File: src/design/srsw_pkg.sv
// Shared types, constants and helpers for the selective-repeat sender window.
`timescale 1ns / 1ps

package srsw_pkg;

  localparam int MAX_WINDOW = 8;
  localparam int SEQ_WIDTH  = 16;
  localparam int SLOT_W     = $clog2(MAX_WINDOW);
  localparam int CNT_W      = $clog2(MAX_WINDOW + 1);
  localparam int WSZ_W      = 4;
  localparam int SB_W       = 5;
  localparam int PADDR_W    = 3;
  localparam int PDATA_W    = 32;

  // Register index, taken from paddr[2]
  localparam logic REG_WINDOW_SIZE = 1'b0;
  localparam logic REG_SEQ_BITS    = 1'b1;

  localparam logic [WSZ_W-1:0] WINDOW_SIZE_RST = WSZ_W'(8);
  localparam logic [SB_W-1:0]  SEQ_BITS_RST    = SB_W'(8);

  typedef enum logic [1:0] {
    OP_SEND,
    OP_ACK,
    OP_TIMEOUT,
    OP_NONE
  } op_e;

  typedef enum logic [2:0] {
    ACT_REFUSED,
    ACT_SENT,
    ACT_BAD_CKSUM,
    ACT_ACK_OUTSIDE,
    ACT_ACK_MARKED,
    ACT_TIMER_STOP,
    ACT_RETRANSMIT,
    ACT_TO_IGNORED
  } act_e;

  typedef enum logic [2:0] {
    ST_IDLE,
    ST_DISPATCH,
    ST_RD_HEAD,
    ST_RD_TAIL,
    ST_SEARCH,
    ST_HIT,
    ST_MISS,
    ST_SLIDE
  } state_e;

  typedef struct packed {
    logic                 we;
    logic [SLOT_W-1:0]    waddr;
    logic [SEQ_WIDTH-1:0] wdata;
    logic                 re;
    logic [SLOT_W-1:0]    raddr;
  } mem_req_t;

  typedef struct packed {
    act_e                 action;
    logic [SEQ_WIDTH-1:0] seq;
    logic [SLOT_W-1:0]    slot;
    logic [CNT_W-1:0]     in_flight;
    logic                 full;
    logic                 last;
  } result_t;

  // Clamp the ring size register to 1..MAX_WINDOW
  function automatic logic [CNT_W-1:0] eff_size(input logic [WSZ_W-1:0] ws);
    logic [CNT_W-1:0] r;
    if (ws == '0) begin
      r = CNT_W'(1);
    end else if (int'(ws) > MAX_WINDOW) begin
      r = CNT_W'(MAX_WINDOW);
    end else begin
      r = CNT_W'(ws);
    end
    return r;
  endfunction

  // Clamp the width register to 1..SEQ_WIDTH and build the low-bit mask
  function automatic logic [SEQ_WIDTH-1:0] seq_mask(input logic [SB_W-1:0] sb);
    logic [SB_W-1:0]      b;
    logic [SEQ_WIDTH-1:0] m;
    if (sb == '0) begin
      b = SB_W'(1);
    end else if (int'(sb) > SEQ_WIDTH) begin
      b = SB_W'(SEQ_WIDTH);
    end else begin
      b = sb;
    end
    for (int i = 0; i < SEQ_WIDTH; i++) begin
      m[i] = (SB_W'(i) < b);
    end
    return m;
  endfunction

endpackage

File: src/design/srsw_mem.sv
// Sequence-number store of the ring slots: one write port, one registered read port.
`timescale 1ns / 1ps

module srsw_mem
  import srsw_pkg::*;
(
  input  logic                 clk_i,
  input  mem_req_t             req_i,
  output logic [SEQ_WIDTH-1:0] rdata_o
);

  logic [SEQ_WIDTH-1:0] mem [MAX_WINDOW];
  logic [SEQ_WIDTH-1:0] rdata_q;

  always_ff @(posedge clk_i) begin
    if (req_i.we) begin
      mem[req_i.waddr] <= req_i.wdata;
    end
    if (req_i.re) begin
      rdata_q <= mem[req_i.raddr];
    end
  end

  assign rdata_o = rdata_q;

endmodule

File: src/design/srsw_ctrl.sv
// Window sequencer: ring state, acked marks, lookup search and slide.
`timescale 1ns / 1ps

module srsw_ctrl
  import srsw_pkg::*;
(
  input  logic                 clk_i,
  input  logic                 rst_ni,
  input  logic                 in_valid_i,
  output logic                 in_stall_o,
  input  logic [1:0]           operation_i,
  input  logic                 checksum_ok_i,
  input  logic [SEQ_WIDTH-1:0] event_seq_i,
  input  logic                 out_free_i,
  output logic                 emit_o,
  output result_t              res_o,
  input  logic [CNT_W-1:0]     size_i,
  input  logic [SEQ_WIDTH-1:0] mask_i,
  input  logic                 cfg_clr_i,
  input  logic [SEQ_WIDTH-1:0] clr_mask_i,
  output mem_req_t             mem_req_o,
  input  logic [SEQ_WIDTH-1:0] mem_rdata_i
);

  localparam int SUM_W = CNT_W + 1;

  state_e               state_q, state_d;
  op_e                  op_q;
  logic                 ok_q;
  logic [SEQ_WIDTH-1:0] seq_q;
  logic [SLOT_W-1:0]    head_q, head_d;
  logic [CNT_W-1:0]     count_q, count_d;
  logic [SEQ_WIDTH-1:0] next_q, next_d;
  logic [MAX_WINDOW-1:0] acked_q, acked_d;
  logic [SEQ_WIDTH-1:0] hs_q, hs_d;
  logic [SLOT_W-1:0]    ptr_q, ptr_d;
  logic [CNT_W-1:0]     idx_q, idx_d;

  logic [SLOT_W-1:0]    send_slot, tail_slot, head_nxt, ptr_nxt;
  logic                 is_full, in_range, match, slide_after_mark, slide_more;
  logic                 accept;
  logic [SEQ_WIDTH-1:0] sq_masked;

  function automatic logic [SLOT_W-1:0] ring_wrap(input logic [SUM_W-1:0] sum,
                                                  input logic [CNT_W-1:0] size);
    logic [SUM_W-1:0] s_ext;
    logic [SUM_W-1:0] r;
    s_ext = SUM_W'(size);
    r = (sum >= s_ext) ? sum - s_ext : sum;
    return SLOT_W'(r);
  endfunction

  assign accept     = in_valid_i && (state_q == ST_IDLE);
  assign in_stall_o = (state_q != ST_IDLE);

  assign send_slot = ring_wrap(SUM_W'(head_q) + SUM_W'(count_q), size_i);
  assign tail_slot = ring_wrap(SUM_W'(head_q) + SUM_W'(count_q) - SUM_W'(1), size_i);
  assign head_nxt  = ring_wrap(SUM_W'(head_q) + SUM_W'(1), size_i);
  assign ptr_nxt   = ring_wrap(SUM_W'(ptr_q) + SUM_W'(1), size_i);
  assign is_full   = (count_q >= size_i);
  assign sq_masked = next_q & mask_i;

  // Read data holds the tail number in ST_RD_TAIL, the probed entry in ST_SEARCH
  always_comb begin
    if (hs_q <= mem_rdata_i) begin
      in_range = (hs_q <= seq_q) && (seq_q <= mem_rdata_i);
    end else begin
      in_range = (hs_q <= seq_q) || (seq_q <= mem_rdata_i);
    end
  end

  assign match            = (mem_rdata_i == seq_q);
  assign slide_after_mark = acked_q[head_q] || (ptr_q == head_q);
  assign slide_more       = (count_q != CNT_W'(1)) && acked_q[head_nxt];

  // Next state
  always_comb begin
    state_d = state_q;
    unique case (state_q)
      ST_IDLE: begin
        if (in_valid_i) state_d = ST_DISPATCH;
      end
      ST_DISPATCH: begin
        unique case (op_q)
          OP_SEND: begin
            if (out_free_i) state_d = ST_IDLE;
          end
          OP_ACK: begin
            if (!ok_q) begin
              if (out_free_i) state_d = ST_IDLE;
            end else if (count_q == '0) begin
              state_d = ST_MISS;
            end else begin
              state_d = ST_RD_HEAD;
            end
          end
          OP_TIMEOUT: begin
            state_d = (count_q == '0) ? ST_MISS : ST_RD_HEAD;
          end
          OP_NONE: state_d = ST_IDLE;
          default: state_d = ST_IDLE;
        endcase
      end
      ST_RD_HEAD: state_d = ST_RD_TAIL;
      ST_RD_TAIL: state_d = in_range ? ST_SEARCH : ST_MISS;
      ST_SEARCH: begin
        priority if (match) begin
          state_d = ST_HIT;
        end else if (idx_q + CNT_W'(1) == count_q) begin
          state_d = ST_MISS;
        end
      end
      ST_HIT: begin
        if (out_free_i) begin
          state_d = (op_q == OP_ACK && slide_after_mark) ? ST_SLIDE : ST_IDLE;
        end
      end
      ST_MISS: begin
        if (out_free_i) state_d = ST_IDLE;
      end
      ST_SLIDE: begin
        if (out_free_i && !slide_more) state_d = ST_IDLE;
      end
      default: state_d = ST_IDLE;
    endcase
  end

  // Outputs and datapath updates
  always_comb begin
    head_d     = head_q;
    count_d    = count_q;
    next_d     = next_q;
    acked_d    = acked_q;
    hs_d       = hs_q;
    ptr_d      = ptr_q;
    idx_d      = idx_q;
    mem_req_o  = '0;
    emit_o     = 1'b0;
    res_o      = '0;
    res_o.last = 1'b1;

    unique case (state_q)
      ST_IDLE: ;
      ST_DISPATCH: begin
        if (op_q == OP_SEND && out_free_i) begin
          emit_o = 1'b1;
          if (is_full) begin
            res_o.action = ACT_REFUSED;
            res_o.seq    = next_q;
          end else begin
            mem_req_o.we     = 1'b1;
            mem_req_o.waddr  = send_slot;
            mem_req_o.wdata  = sq_masked;
            acked_d[send_slot] = 1'b0;
            next_d  = (sq_masked + SEQ_WIDTH'(1)) & mask_i;
            count_d = count_q + CNT_W'(1);
            res_o.action = ACT_SENT;
            res_o.seq    = sq_masked;
            res_o.slot   = send_slot;
          end
        end else if (op_q == OP_ACK && !ok_q) begin
          emit_o       = out_free_i;
          res_o.action = ACT_BAD_CKSUM;
          res_o.seq    = seq_q;
        end else if ((op_q == OP_ACK || op_q == OP_TIMEOUT) && count_q != '0) begin
          mem_req_o.re    = 1'b1;
          mem_req_o.raddr = head_q;
        end
      end
      ST_RD_HEAD: begin
        hs_d            = mem_rdata_i;
        mem_req_o.re    = 1'b1;
        mem_req_o.raddr = tail_slot;
      end
      ST_RD_TAIL: begin
        if (in_range) begin
          mem_req_o.re    = 1'b1;
          mem_req_o.raddr = head_q;
          ptr_d           = head_q;
          idx_d           = '0;
        end
      end
      ST_SEARCH: begin
        // Advance the probe until a match or the tail is reached
        if (!match && idx_q + CNT_W'(1) != count_q) begin
          ptr_d           = ptr_nxt;
          idx_d           = idx_q + CNT_W'(1);
          mem_req_o.re    = 1'b1;
          mem_req_o.raddr = ptr_nxt;
        end
      end
      ST_HIT: begin
        emit_o     = out_free_i;
        res_o.seq  = seq_q;
        res_o.slot = ptr_q;
        if (op_q == OP_ACK) begin
          res_o.action = ACT_ACK_MARKED;
          res_o.last   = !slide_after_mark;
          if (out_free_i) begin
            acked_d[ptr_q] = 1'b1;
            if (slide_after_mark) begin
              mem_req_o.re    = 1'b1;
              mem_req_o.raddr = head_q;
            end
          end
        end else begin
          res_o.action = ACT_RETRANSMIT;
        end
      end
      ST_MISS: begin
        emit_o       = out_free_i;
        res_o.action = (op_q == OP_ACK) ? ACT_ACK_OUTSIDE : ACT_TO_IGNORED;
        res_o.seq    = seq_q;
      end
      ST_SLIDE: begin
        emit_o       = out_free_i;
        res_o.action = ACT_TIMER_STOP;
        res_o.seq    = mem_rdata_i;
        res_o.slot   = head_q;
        res_o.last   = !slide_more;
        if (out_free_i) begin
          head_d  = head_nxt;
          count_d = count_q - CNT_W'(1);
          if (slide_more) begin
            mem_req_o.re    = 1'b1;
            mem_req_o.raddr = head_nxt;
          end
        end
      end
      default: ;
    endcase

    res_o.in_flight = count_d;
    res_o.full      = (count_d >= size_i);

    // A register write empties the window
    if (cfg_clr_i) begin
      head_d  = '0;
      count_d = '0;
      acked_d = '0;
      next_d  = next_q & clr_mask_i;
    end
  end

  always_ff @(posedge clk_i or negedge rst_ni) begin
    if (!rst_ni) begin
      state_q <= ST_IDLE;
      head_q  <= '0;
      count_q <= '0;
      next_q  <= '0;
      acked_q <= '0;
    end else begin
      state_q <= state_d;
      head_q  <= head_d;
      count_q <= count_d;
      next_q  <= next_d;
      acked_q <= acked_d;
    end
  end

  always_ff @(posedge clk_i) begin
    if (accept) begin
      op_q  <= op_e'(operation_i);
      ok_q  <= checksum_ok_i;
      seq_q <= event_seq_i;
    end
    hs_q  <= hs_d;
    ptr_q <= ptr_d;
    idx_q <= idx_d;
  end

endmodule

File: src/design/selective_repeat_sender_window.sv
// Top level of the selective-repeat sender window: config registers, sequencer, result register.
//
//   channel  direction  handshake                       payload
//   in       input      in_valid_i / in_stall_o         operation_i, checksum_ok_i, event_seq_i
//   out      output     out_valid_o / out_stall_i       action_o, seq_out_o, slot_out_o,
//                                                       in_flight_o, window_full_o, last_o
//   cfg      input      psel/penable/pwrite, pready      paddr, pwdata, prdata
//
// Send requests and bad-checksum ACKs are answered from dispatch; empty-window lookups miss.
// Other ACKs and timeouts read the head and tail numbers, then compare entries one a cycle
// through the single read port of the slot store; each released entry adds one result.
// Reset empties the window and sets window_size and seq_bits to 8.
// A stalled result holds in the output register and the sequencer waits behind it.
`timescale 1ns / 1ps

module selective_repeat_sender_window
  import srsw_pkg::*;
(
  input  logic                 clk_i,
  input  logic                 rst_ni,
  input  logic                 in_valid_i,
  output logic                 in_stall_o,
  input  logic [1:0]           operation_i,
  input  logic                 checksum_ok_i,
  input  logic [SEQ_WIDTH-1:0] event_seq_i,
  output logic                 out_valid_o,
  input  logic                 out_stall_i,
  output logic [2:0]           action_o,
  output logic [SEQ_WIDTH-1:0] seq_out_o,
  output logic [SLOT_W-1:0]    slot_out_o,
  output logic [CNT_W-1:0]     in_flight_o,
  output logic                 window_full_o,
  output logic                 last_o,
  input  logic                 psel,
  input  logic                 penable,
  input  logic                 pwrite,
  input  logic [PADDR_W-1:0]   paddr,
  input  logic [PDATA_W-1:0]   pwdata,
  output logic [PDATA_W-1:0]   prdata,
  output logic                 pready
);

  logic [WSZ_W-1:0]     window_size_q;
  logic [SB_W-1:0]      seq_bits_q;
  logic                 cfg_wr;
  logic [SEQ_WIDTH-1:0] clr_mask;
  logic [CNT_W-1:0]     size;
  logic [SEQ_WIDTH-1:0] mask;

  logic                 out_valid_q;
  result_t              out_q;
  logic                 out_free;
  logic                 emit;
  result_t              res;
  mem_req_t             mem_req;
  logic [SEQ_WIDTH-1:0] mem_rdata;

  assign pready = 1'b1;
  assign cfg_wr = psel && penable && pwrite;
  assign prdata = (paddr[2] == REG_SEQ_BITS) ? PDATA_W'(seq_bits_q) : PDATA_W'(window_size_q);

  assign clr_mask = seq_mask((paddr[2] == REG_SEQ_BITS) ? pwdata[SB_W-1:0] : seq_bits_q);
  assign size     = eff_size(window_size_q);
  assign mask     = seq_mask(seq_bits_q);

  always_ff @(posedge clk_i or negedge rst_ni) begin
    if (!rst_ni) begin
      window_size_q <= WINDOW_SIZE_RST;
      seq_bits_q    <= SEQ_BITS_RST;
    end else if (cfg_wr) begin
      if (paddr[2] == REG_SEQ_BITS) begin
        seq_bits_q <= pwdata[SB_W-1:0];
      end else begin
        window_size_q <= pwdata[WSZ_W-1:0];
      end
    end
  end

  srsw_mem u_mem (
    .clk_i   (clk_i),
    .req_i   (mem_req),
    .rdata_o (mem_rdata)
  );

  srsw_ctrl u_ctrl (
    .clk_i         (clk_i),
    .rst_ni        (rst_ni),
    .in_valid_i    (in_valid_i),
    .in_stall_o    (in_stall_o),
    .operation_i   (operation_i),
    .checksum_ok_i (checksum_ok_i),
    .event_seq_i   (event_seq_i),
    .out_free_i    (out_free),
    .emit_o        (emit),
    .res_o         (res),
    .size_i        (size),
    .mask_i        (mask),
    .cfg_clr_i     (cfg_wr),
    .clr_mask_i    (clr_mask),
    .mem_req_o     (mem_req),
    .mem_rdata_i   (mem_rdata)
  );

  // Output register: load a new result whenever the old one is gone or leaving
  assign out_free = !out_valid_q || !out_stall_i;

  always_ff @(posedge clk_i or negedge rst_ni) begin
    if (!rst_ni) begin
      out_valid_q <= 1'b0;
    end else if (out_free) begin
      out_valid_q <= emit;
    end
  end

  always_ff @(posedge clk_i) begin
    if (emit) begin
      out_q <= res;
    end
  end

  assign out_valid_o   = out_valid_q;
  assign action_o      = out_q.action;
  assign seq_out_o     = out_q.seq;
  assign slot_out_o    = out_q.slot;
  assign in_flight_o   = out_q.in_flight;
  assign window_full_o = out_q.full;
  assign last_o        = out_q.last;

endmodule

File: config.mk
export PLATFORM = sky130hd
export DESIGN_NAME = selective_repeat_sender_window
export DESIGN_NICKNAME = d
export VERILOG_FILES = /design/src/design/srsw_pkg.sv /design/src/design/srsw_mem.sv /design/src/design/srsw_ctrl.sv /design/src/design/selective_repeat_sender_window.sv
export SDC_FILE = /design/constraint.sdc
export NUM_CORES = 1
export LEC_CHECK = 0
export BUFFER_PORTS_ARGS = -buffer_cell sky130_fd_sc_hd__buf_4
export CAP_MARGIN = 20
export CORE_MARGIN = 5
export CORE_UTILIZATION = 45
export DETAILED_ROUTE_END_ITERATION = 8
export GPL_TIMING_DRIVEN = 0
export PLACE_DENSITY = 0.71
export SYNTH_ARGS = -nofsm -noshare
export SYNTH_HDL_FRONTEND = slang
export SYNTH_SLANG_ARGS = --single-unit
File: constraint.sdc
create_clock -name clk_i -period 6.25 [get_ports clk_i]
set_input_delay 1.5625 -clock clk_i [delete_from_list [all_inputs] [get_ports clk_i]]
set_output_delay 1.5625 -clock clk_i [all_outputs]
set_load 0.02 [all_outputs]
[Word level (Yosys, flattened, before mapping)]
Memories as Yosys holds them, arrays and structs flattened. A register that Yosys moved wholly into a read port is not among the register bits.
Cells that the tools add are included.
Word-level totals
  bits in registers: 114
  RAM bits: 128
  output and inout bits: 63
  word-level logic and storage cells: 247
  memories kept: 1
  bits of input ports: 61
Operators by class
  mux-type cells: 87
  equal/unequal tests: 26
  $add $sub $neg: 12
  magnitude comparators: 50
  bitwise operators: 7
  reduce and logical (&&, ||, !) cells: 44
Memory list
  u_mem.mem: depth 8, bits a word 16, rd ports 1, clocked after Yosys merged registers in 1, wr ports 1, RTL line srsw_mem.sv:12  | logic [SEQ_WIDTH-1:0] mem [MAX_WINDOW];
Operators with widths (count)
  4-bit by 5-bit < comparator with 1-bit output (first input constant): 16
  19-bit one-hot mux with 4 select lines: 1
  4-bit two-way mux: 18
  16-bit two-way mux: 4
  3-bit two-way mux: 21
  20-bit two-way mux: 3
  16-bit AND: 3
  16-bit less-or-equal comparator: 3
  3-bit by 5-bit < comparator with 1-bit output (first input constant): 8
  8-bit two-way mux: 5
  5-bit two-way mux: 6
  3-bit one-hot mux with 8 select lines: 1
  4-bit one-hot mux with 6 select lines: 1
  1-bit by 5-bit < comparator with 1-bit output (first input constant): 4
  2-bit by 5-bit < comparator with 1-bit output (first input constant): 4
  19-bit two-way mux: 1
  18-bit two-way mux: 1
  17-bit two-way mux: 1
  16-bit by 1-bit adder with 16-bit output (second input constant): 1
  16-bit == test: 1
  4-bit greater-or-equal comparator: 4
  3-bit by 4-bit < comparator with 1-bit output (second input constant): 4
  4-bit one-hot mux with 2 select lines: 2
  8-bit one-hot mux with 2 select lines: 1
  51 further kinds: 112

[Depth between registers and ports, before layout]
  depth after elaboration: 15
  gate-level depth with buffers: 18
  mapped depth without buffers: 17

[Hierarchy]
A second synthesis with hierarchy kept.
Unflattened totals
  cells, all modules: 1126
  area, all modules: 14037.2 µm²
Modules (own cells, without submodules)
  srsw_ctrl: cells each 749, area an instance 6655.1 µm², times used 1, seq. area each 2112.0 µm²
  srsw_mem: cells each 214, area an instance 5454.0 µm², times used 1, seq. area each 4324.1 µm²
  selective_repeat_sender_window: cells each 163, area an instance 1928.1 µm², times used 1, seq. area each 1093.5 µm²

[Worst setup path before layout]
OpenSTA, ideal clock, no wires.
  kind: flip-flop to flip-flop
  start point: register window_size_q[3]
  end point: register u_mem.rdata_q[0], in the netlist u_mem.rdata_o[0] (read register of u_mem.mem), enable pin
  period minus slack after synthesis: 4.487 ns
  arrival time: 4.075 ns
  library setup time: 0.411 ns
  stages on the path, launching flop included: 14
  path buffers: 1
  required time: 5.839 ns
  slack: 1.763 ns
  cell sequence: dfstp_2 > inv_1 > nand2_1 > inv_1 > fa_1 > a21boi_1 > o21ai_1 > buf_2 > mux2i_1 > o41ai_1 > nor4_2 > and2_1 > nor2_1 > o21ai_0
RTL lines
  start: declaration: RTL line selective_repeat_sender_window.sv:43  | logic [WSZ_W-1:0] window_size_q;
  start signal: assignment: RTL line selective_repeat_sender_window.sv:74  | window_size_q <= pwdata[WSZ_W-1:0];
  end: declaration: RTL line srsw_mem.sv:13  | logic [SEQ_WIDTH-1:0] rdata_q;

[Final worst setup path]
  start point: register window_size_q[3]
  end point: register u_mem.rdata_q[13], in the netlist u_mem.rdata_o[13] (read register of u_mem.mem), data pin
Between the ends
  word-level cells in the longest chain between the ends: 11
  elaborated cells between the ends (all ways): 20
  classes of those cells: add/sub (3); order compare (4); mux (11); reduce/logical (2)
Ends and longest elaborated chain
  4-bit greater-than comparator: RTL line srsw_pkg.sv:73  | end else if (int'(ws) > MAX_WINDOW) begin
  4-bit two-way mux: RTL line srsw_pkg.sv:73
  4-bit two-way mux (*): RTL line srsw_pkg.sv:71  | if (ws == '0) begin
  4-bit greater-or-equal comparator / 3-bit subtractor (equally long branches): RTL line srsw_ctrl.sv:49  | r = (sum >= s_ext) ? sum - s_ext : sum;
  3-bit two-way mux: RTL line srsw_ctrl.sv:49
  1-bit binary-select mux with 3-bit select: RTL line srsw_ctrl.sv:74  | assign slide_more = (count_q != CNT_W'(1)) && acked_q[head_nxt];
  1-bit two-way mux (not written as such): RTL line srsw_ctrl.sv:74
  1-bit logical AND: RTL line srsw_ctrl.sv:74
  4-bit two-way mux: RTL line srsw_ctrl.sv:224  | if (slide_more) begin
  4-bit two-way mux: RTL line srsw_ctrl.sv:221  | if (out_free_i) begin
  4-bit one-hot mux with 6 select lines (*): RTL line srsw_ctrl.sv:142  | unique case (state_q)
Every way passes the cells marked *; elsewhere a longest branch is shown, timed or not. The select of a mux whose other input is x is not followed.
A chain may end at the register's enable or synchronous reset.

==> metrics.cfg <==
[synth]
yosys.cell_types.count=77
async_flop_share_pct=17.05
synth_area_leaders=edfxtp_1 45%, ha_1 7.6%, dfrtp_1 7.4%
synth_top_cell_by_area=edfxtp_1
yosysWarnings=0
netlist.area_leader.share_pct=45.15
synth_edf_count=214
synthesis.area_sq_mm=0.01423
ys_seq_area_share_pct=52.91
synth_area_per_cell_sq_um=11.36
synth_flop_cell=edfxtp_1
synth.ff_latch_count=258
synth_cells=1253

[setup_path]
arrival_ns=5.71
crit_type=flip-flop to flip-flop
crit_top_cell=buf_2
required_ns=6.52
cp_slowest_stage_delay_ns=0.62
crit_path_end_kind=flip-flop
cp-start-kind=flip-flop
cp_cell_sequence=inv_1, nand2_1, inv_1, fa_1, a21boi_1, o21ai_1, buf_2, mux2i_1, o41ai_1, nor4_2, nand2_1, and4_1, buf_2, nand2_2, buf_2, a221oi_1, nor4_1
cpMaxStageDelayCell=nor4_1
cp_max_fo=10

[global_routing]
grt_pass1_wl_um=60490
grt_pass1_vias=10448
gr-total-overflow=0
antenna_found_initial=0
grt_max_degree=45
globalRouteTotalUtil_pct=21.50

[finish]
post-route-util_pct=52.19
num_antenna_cells=0
nets=1536
area_growth_syn_to_layout_pct=15.11
layout-drive-gt1-share_pct=14.83
design_area_sq_mm=0.01638

[die]
ioPinCount=124
start_util_pct=45.34
die_x_um=187.8
dieArea_sq_mm=0.03528
die_y_um=187.8
num_rows=65
core_area_sq_mm=0.03139

[cts]
cts_made_buffers=27
postCtsHoldBufs=0
post_cts_resized=0
worst_skew_pair.late_latency_ns=0.55
cts.sinks=258
clk_pin_slew_ns=0.07
htreeDepth=1
clk_root_buffer_cell=clkbuf_16
cts_tree=yes
clk_path_buf_depth=3
post_cts.repair.setup_buffers=0

[placement]
numPortBuffers=65
gp_congestion=0.9267
place_ws_ns=0.9854
place_area_sq_mm=0.01547
place_hpwl_um=28290

[run_status]
status=finished, final reports clean

[routing]
vias=10762
drc=0
drt_iter0_drc=1228
drt-vias-per-instance=5.962
drtAntennaViolNets=0
drt_pass1_iterations=6
wl_um=38890
wl_per_cell_um=21.54

[power]
power_mw=7.619
p_comb_share_pct=45.2
leakagePower_nw=6.488
max-vdd-ir-drop_mv=0.2351
switchingPower_mw=3.087
swShare_pct=40.52
power_density_mw_per_mm2=465.0
clkPwrFrac_pct=21.8
p_int_mw=4.532
p_seq_share_pct=33.0

[sta]
maxSlewHeadroom_pct=27.29
finalMaxSlewViolations=0
min_period_ns=5.449
clock-skew-final_ns=0.007324
grt_setup_unrepaired=no
hold_violations=0
setup_ws_ns=0.8014
setup_viol=0
fmax_mhz=183.5
fin_crit_sh_pct=87.18
fin_tns_setup_ns=0
worst_slew_pin_slew_ns=1.082

[job]
maxCapViolations=0

[min_path]
hp-class=flip-flop to flip-flop

## metal layers
metal  global-route usage, %  up-vias  part of all wire (%)  wire (um)
met5                       0        -                     0          0
met4                   4.969        0                   2.3        882
met3                   3.518       68                   8.3       3220
met2                   35.42      488                    47      18200
met1                   30.11     5243                    43      16590
li1                        -     4963                     -          -
## synth_stat cells (all sizes together), types with 3 or more instances
| cell type | number |
|---|---|
| nor2 | 78 |
| inv | 66 |
| a221o | 6 |
| buf | 47 |
| nand2 | 92 |
| mux2i | 10 |
| o211ai | 18 |
| and4 | 3 |
| xor2 | 10 |
| dfrtp | 42 |
| xnor2 | 13 |
| clkbuf | 46 |
| and3 | 14 |
| nor4 | 20 |
| nand3 | 26 |
| a21oi | 56 |
| a211oi | 8 |
| a21boi | 3 |
| fa | 5 |
| edfxtp | 214 |
| a31oi | 5 |
| nand2b | 13 |
| nor3b | 3 |
| o21a | 4 |
| nor4b | 4 |
| o311ai | 3 |
| or2 | 3 |
| a22oi | 14 |
| or3 | 5 |
| a221oi | 73 |
| o31ai | 5 |
| o21ai | 53 |
| ha | 87 |
| a32oi | 3 |
| mux2 | 16 |
| nand4 | 13 |
| nor2b | 12 |
| nor3 | 26 |
| o22ai | 6 |
| a21o | 11 |
| and2 | 78 |
## worst max-delay path, delay by kind of cell (launching register included)
kind	cells	cell delay [ns]
fa+ha+maj	1	0.56
flops	1	0.53
mux	1	0.23
compound gates	4	0.62
buf+inv	5	1.15
simple gates	6	2.05
## registers in the layout, indices dropped and copies added (netlist names)
| name | cells |
|---|---|
| seq_out_o | 16 |
| out_valid_o | 1 |
| slot_out_o | 3 |
| u_ctrl.next_q | 16 |
| window_full_o | 1 |
| u_ctrl.head_q | 3 |
| u_ctrl.seq_q | 16 |
| u_ctrl.state_q | 3 |
| u_ctrl.ptr_q | 3 |
| window_size_q | 4 |
| u_ctrl.count_q | 4 |
| u_ctrl.ok_q | 1 |
| u_ctrl.idx_q | 4 |
| u_ctrl.hs_q | 16 |
| action_o | 3 |
| u_mem.mem | 128 |
| u_ctrl.op_q | 2 |
| last_o | 1 |
| in_flight_o | 4 |
| u_ctrl.acked_q | 8 |
| seq_bits_q | 5 |
| u_mem.rdata_o | 16 |
## kinds of logic (layout without fill, tap and decap cells)
kind of cell    count (synthesis)  after routing  share of synthesized area (%)
other cells                     2             28                        0.05277
buf+inv                       159            283                          5.380
simple gates                  395            395                          14.25
xor+xnor                       23             23                          1.415
mux                            28             28                          2.286
compound gates                295            295                          15.28
fa+ha+maj                      93             93                          8.431
flops                         258            258                          52.91
## per-stage QoR
step	hold slack (ns)	instances
after floorplan	0.4504	1279
after global placement	0.4639	1746
after detailed placement	0.4624	1756
after CTS	0.4734	1805
after global routing	0.5022	1805
final	0.4754	1805
## area by class of cell
type / instances / area [sq um]
fillers: 2697 / 15010
repair buffers: 75 / 615.6
well taps: 402 / 503.0
clock buffers: 35 / 757.0
flip-flops and latches: 258 / 7530
plain buffers: 93 / 518.0
inverters: 66 / 247.7
multi-input cells: 862 / 6055
clock inverters: 14 / 157.7
## cells in the final DEF (no fill, tap or decap), types with 6 or more instances in the layout
cell	instances
clkbuf_1	50
a211oi_1	8
nor2b_1	12
conb_1	28
inv_1	66
nor3_1	25
mux2_2	16
nor4_1	18
nand2_1	91
nor2_2	6
nand2b_1	13
and2_1	78
buf_2	9
a21oi_1	56
ha_1	87
buf_6	10
a221oi_1	61
nor2_1	72
buf_4	96
xnor2_1	13
o22ai_1	6
a221oi_2	12
a22oi_1	14
nand4_1	13
o21ai_0	50
a21o_1	11
edfxtp_1	214
dfrtp_1	42
a221o_1	6
nand3_1	26
and3_1	14
mux2i_1	10
clkbuf_16	28
o211ai_1	18
xor2_1	10
## final timing paths
check                      slack, ns                           to  cells after the start                         start
max                             0.80  u_mem.rdata_o[13]$_DFFE_PP_                     17  window_size_q[3]$_DFFE_PN1P_
min                             0.48     u_ctrl.hs_q[7]$_DFFE_PP_                      0    u_mem.rdata_o[7]$_DFFE_PP_
max reg2reg                     0.80  u_mem.rdata_o[13]$_DFFE_PP_                     17  window_size_q[3]$_DFFE_PN1P_
min reg2reg                     0.48     u_ctrl.hs_q[7]$_DFFE_PP_                      0    u_mem.rdata_o[7]$_DFFE_PP_
max in group asynchronous       4.76  u_ctrl.count_q[1]$_DFF_PN0_                      1                        rst_ni
min in group asynchronous       1.04    seq_bits_q[2]$_DFFE_PN0P_                      1                        rst_ni
## power groups by stage
stage	combinational (mW)	clock, mW	sequential (mW)
after floorplan	2.27	0	2.55
after global placement	3.25	0	2.55
after detailed placement	3.39	0	2.54
after CTS	3.40	1.68	2.51
after global routing	3.76	1.75	2.54
final	3.44	1.66	2.51
(Power assumes the default switching activity.)
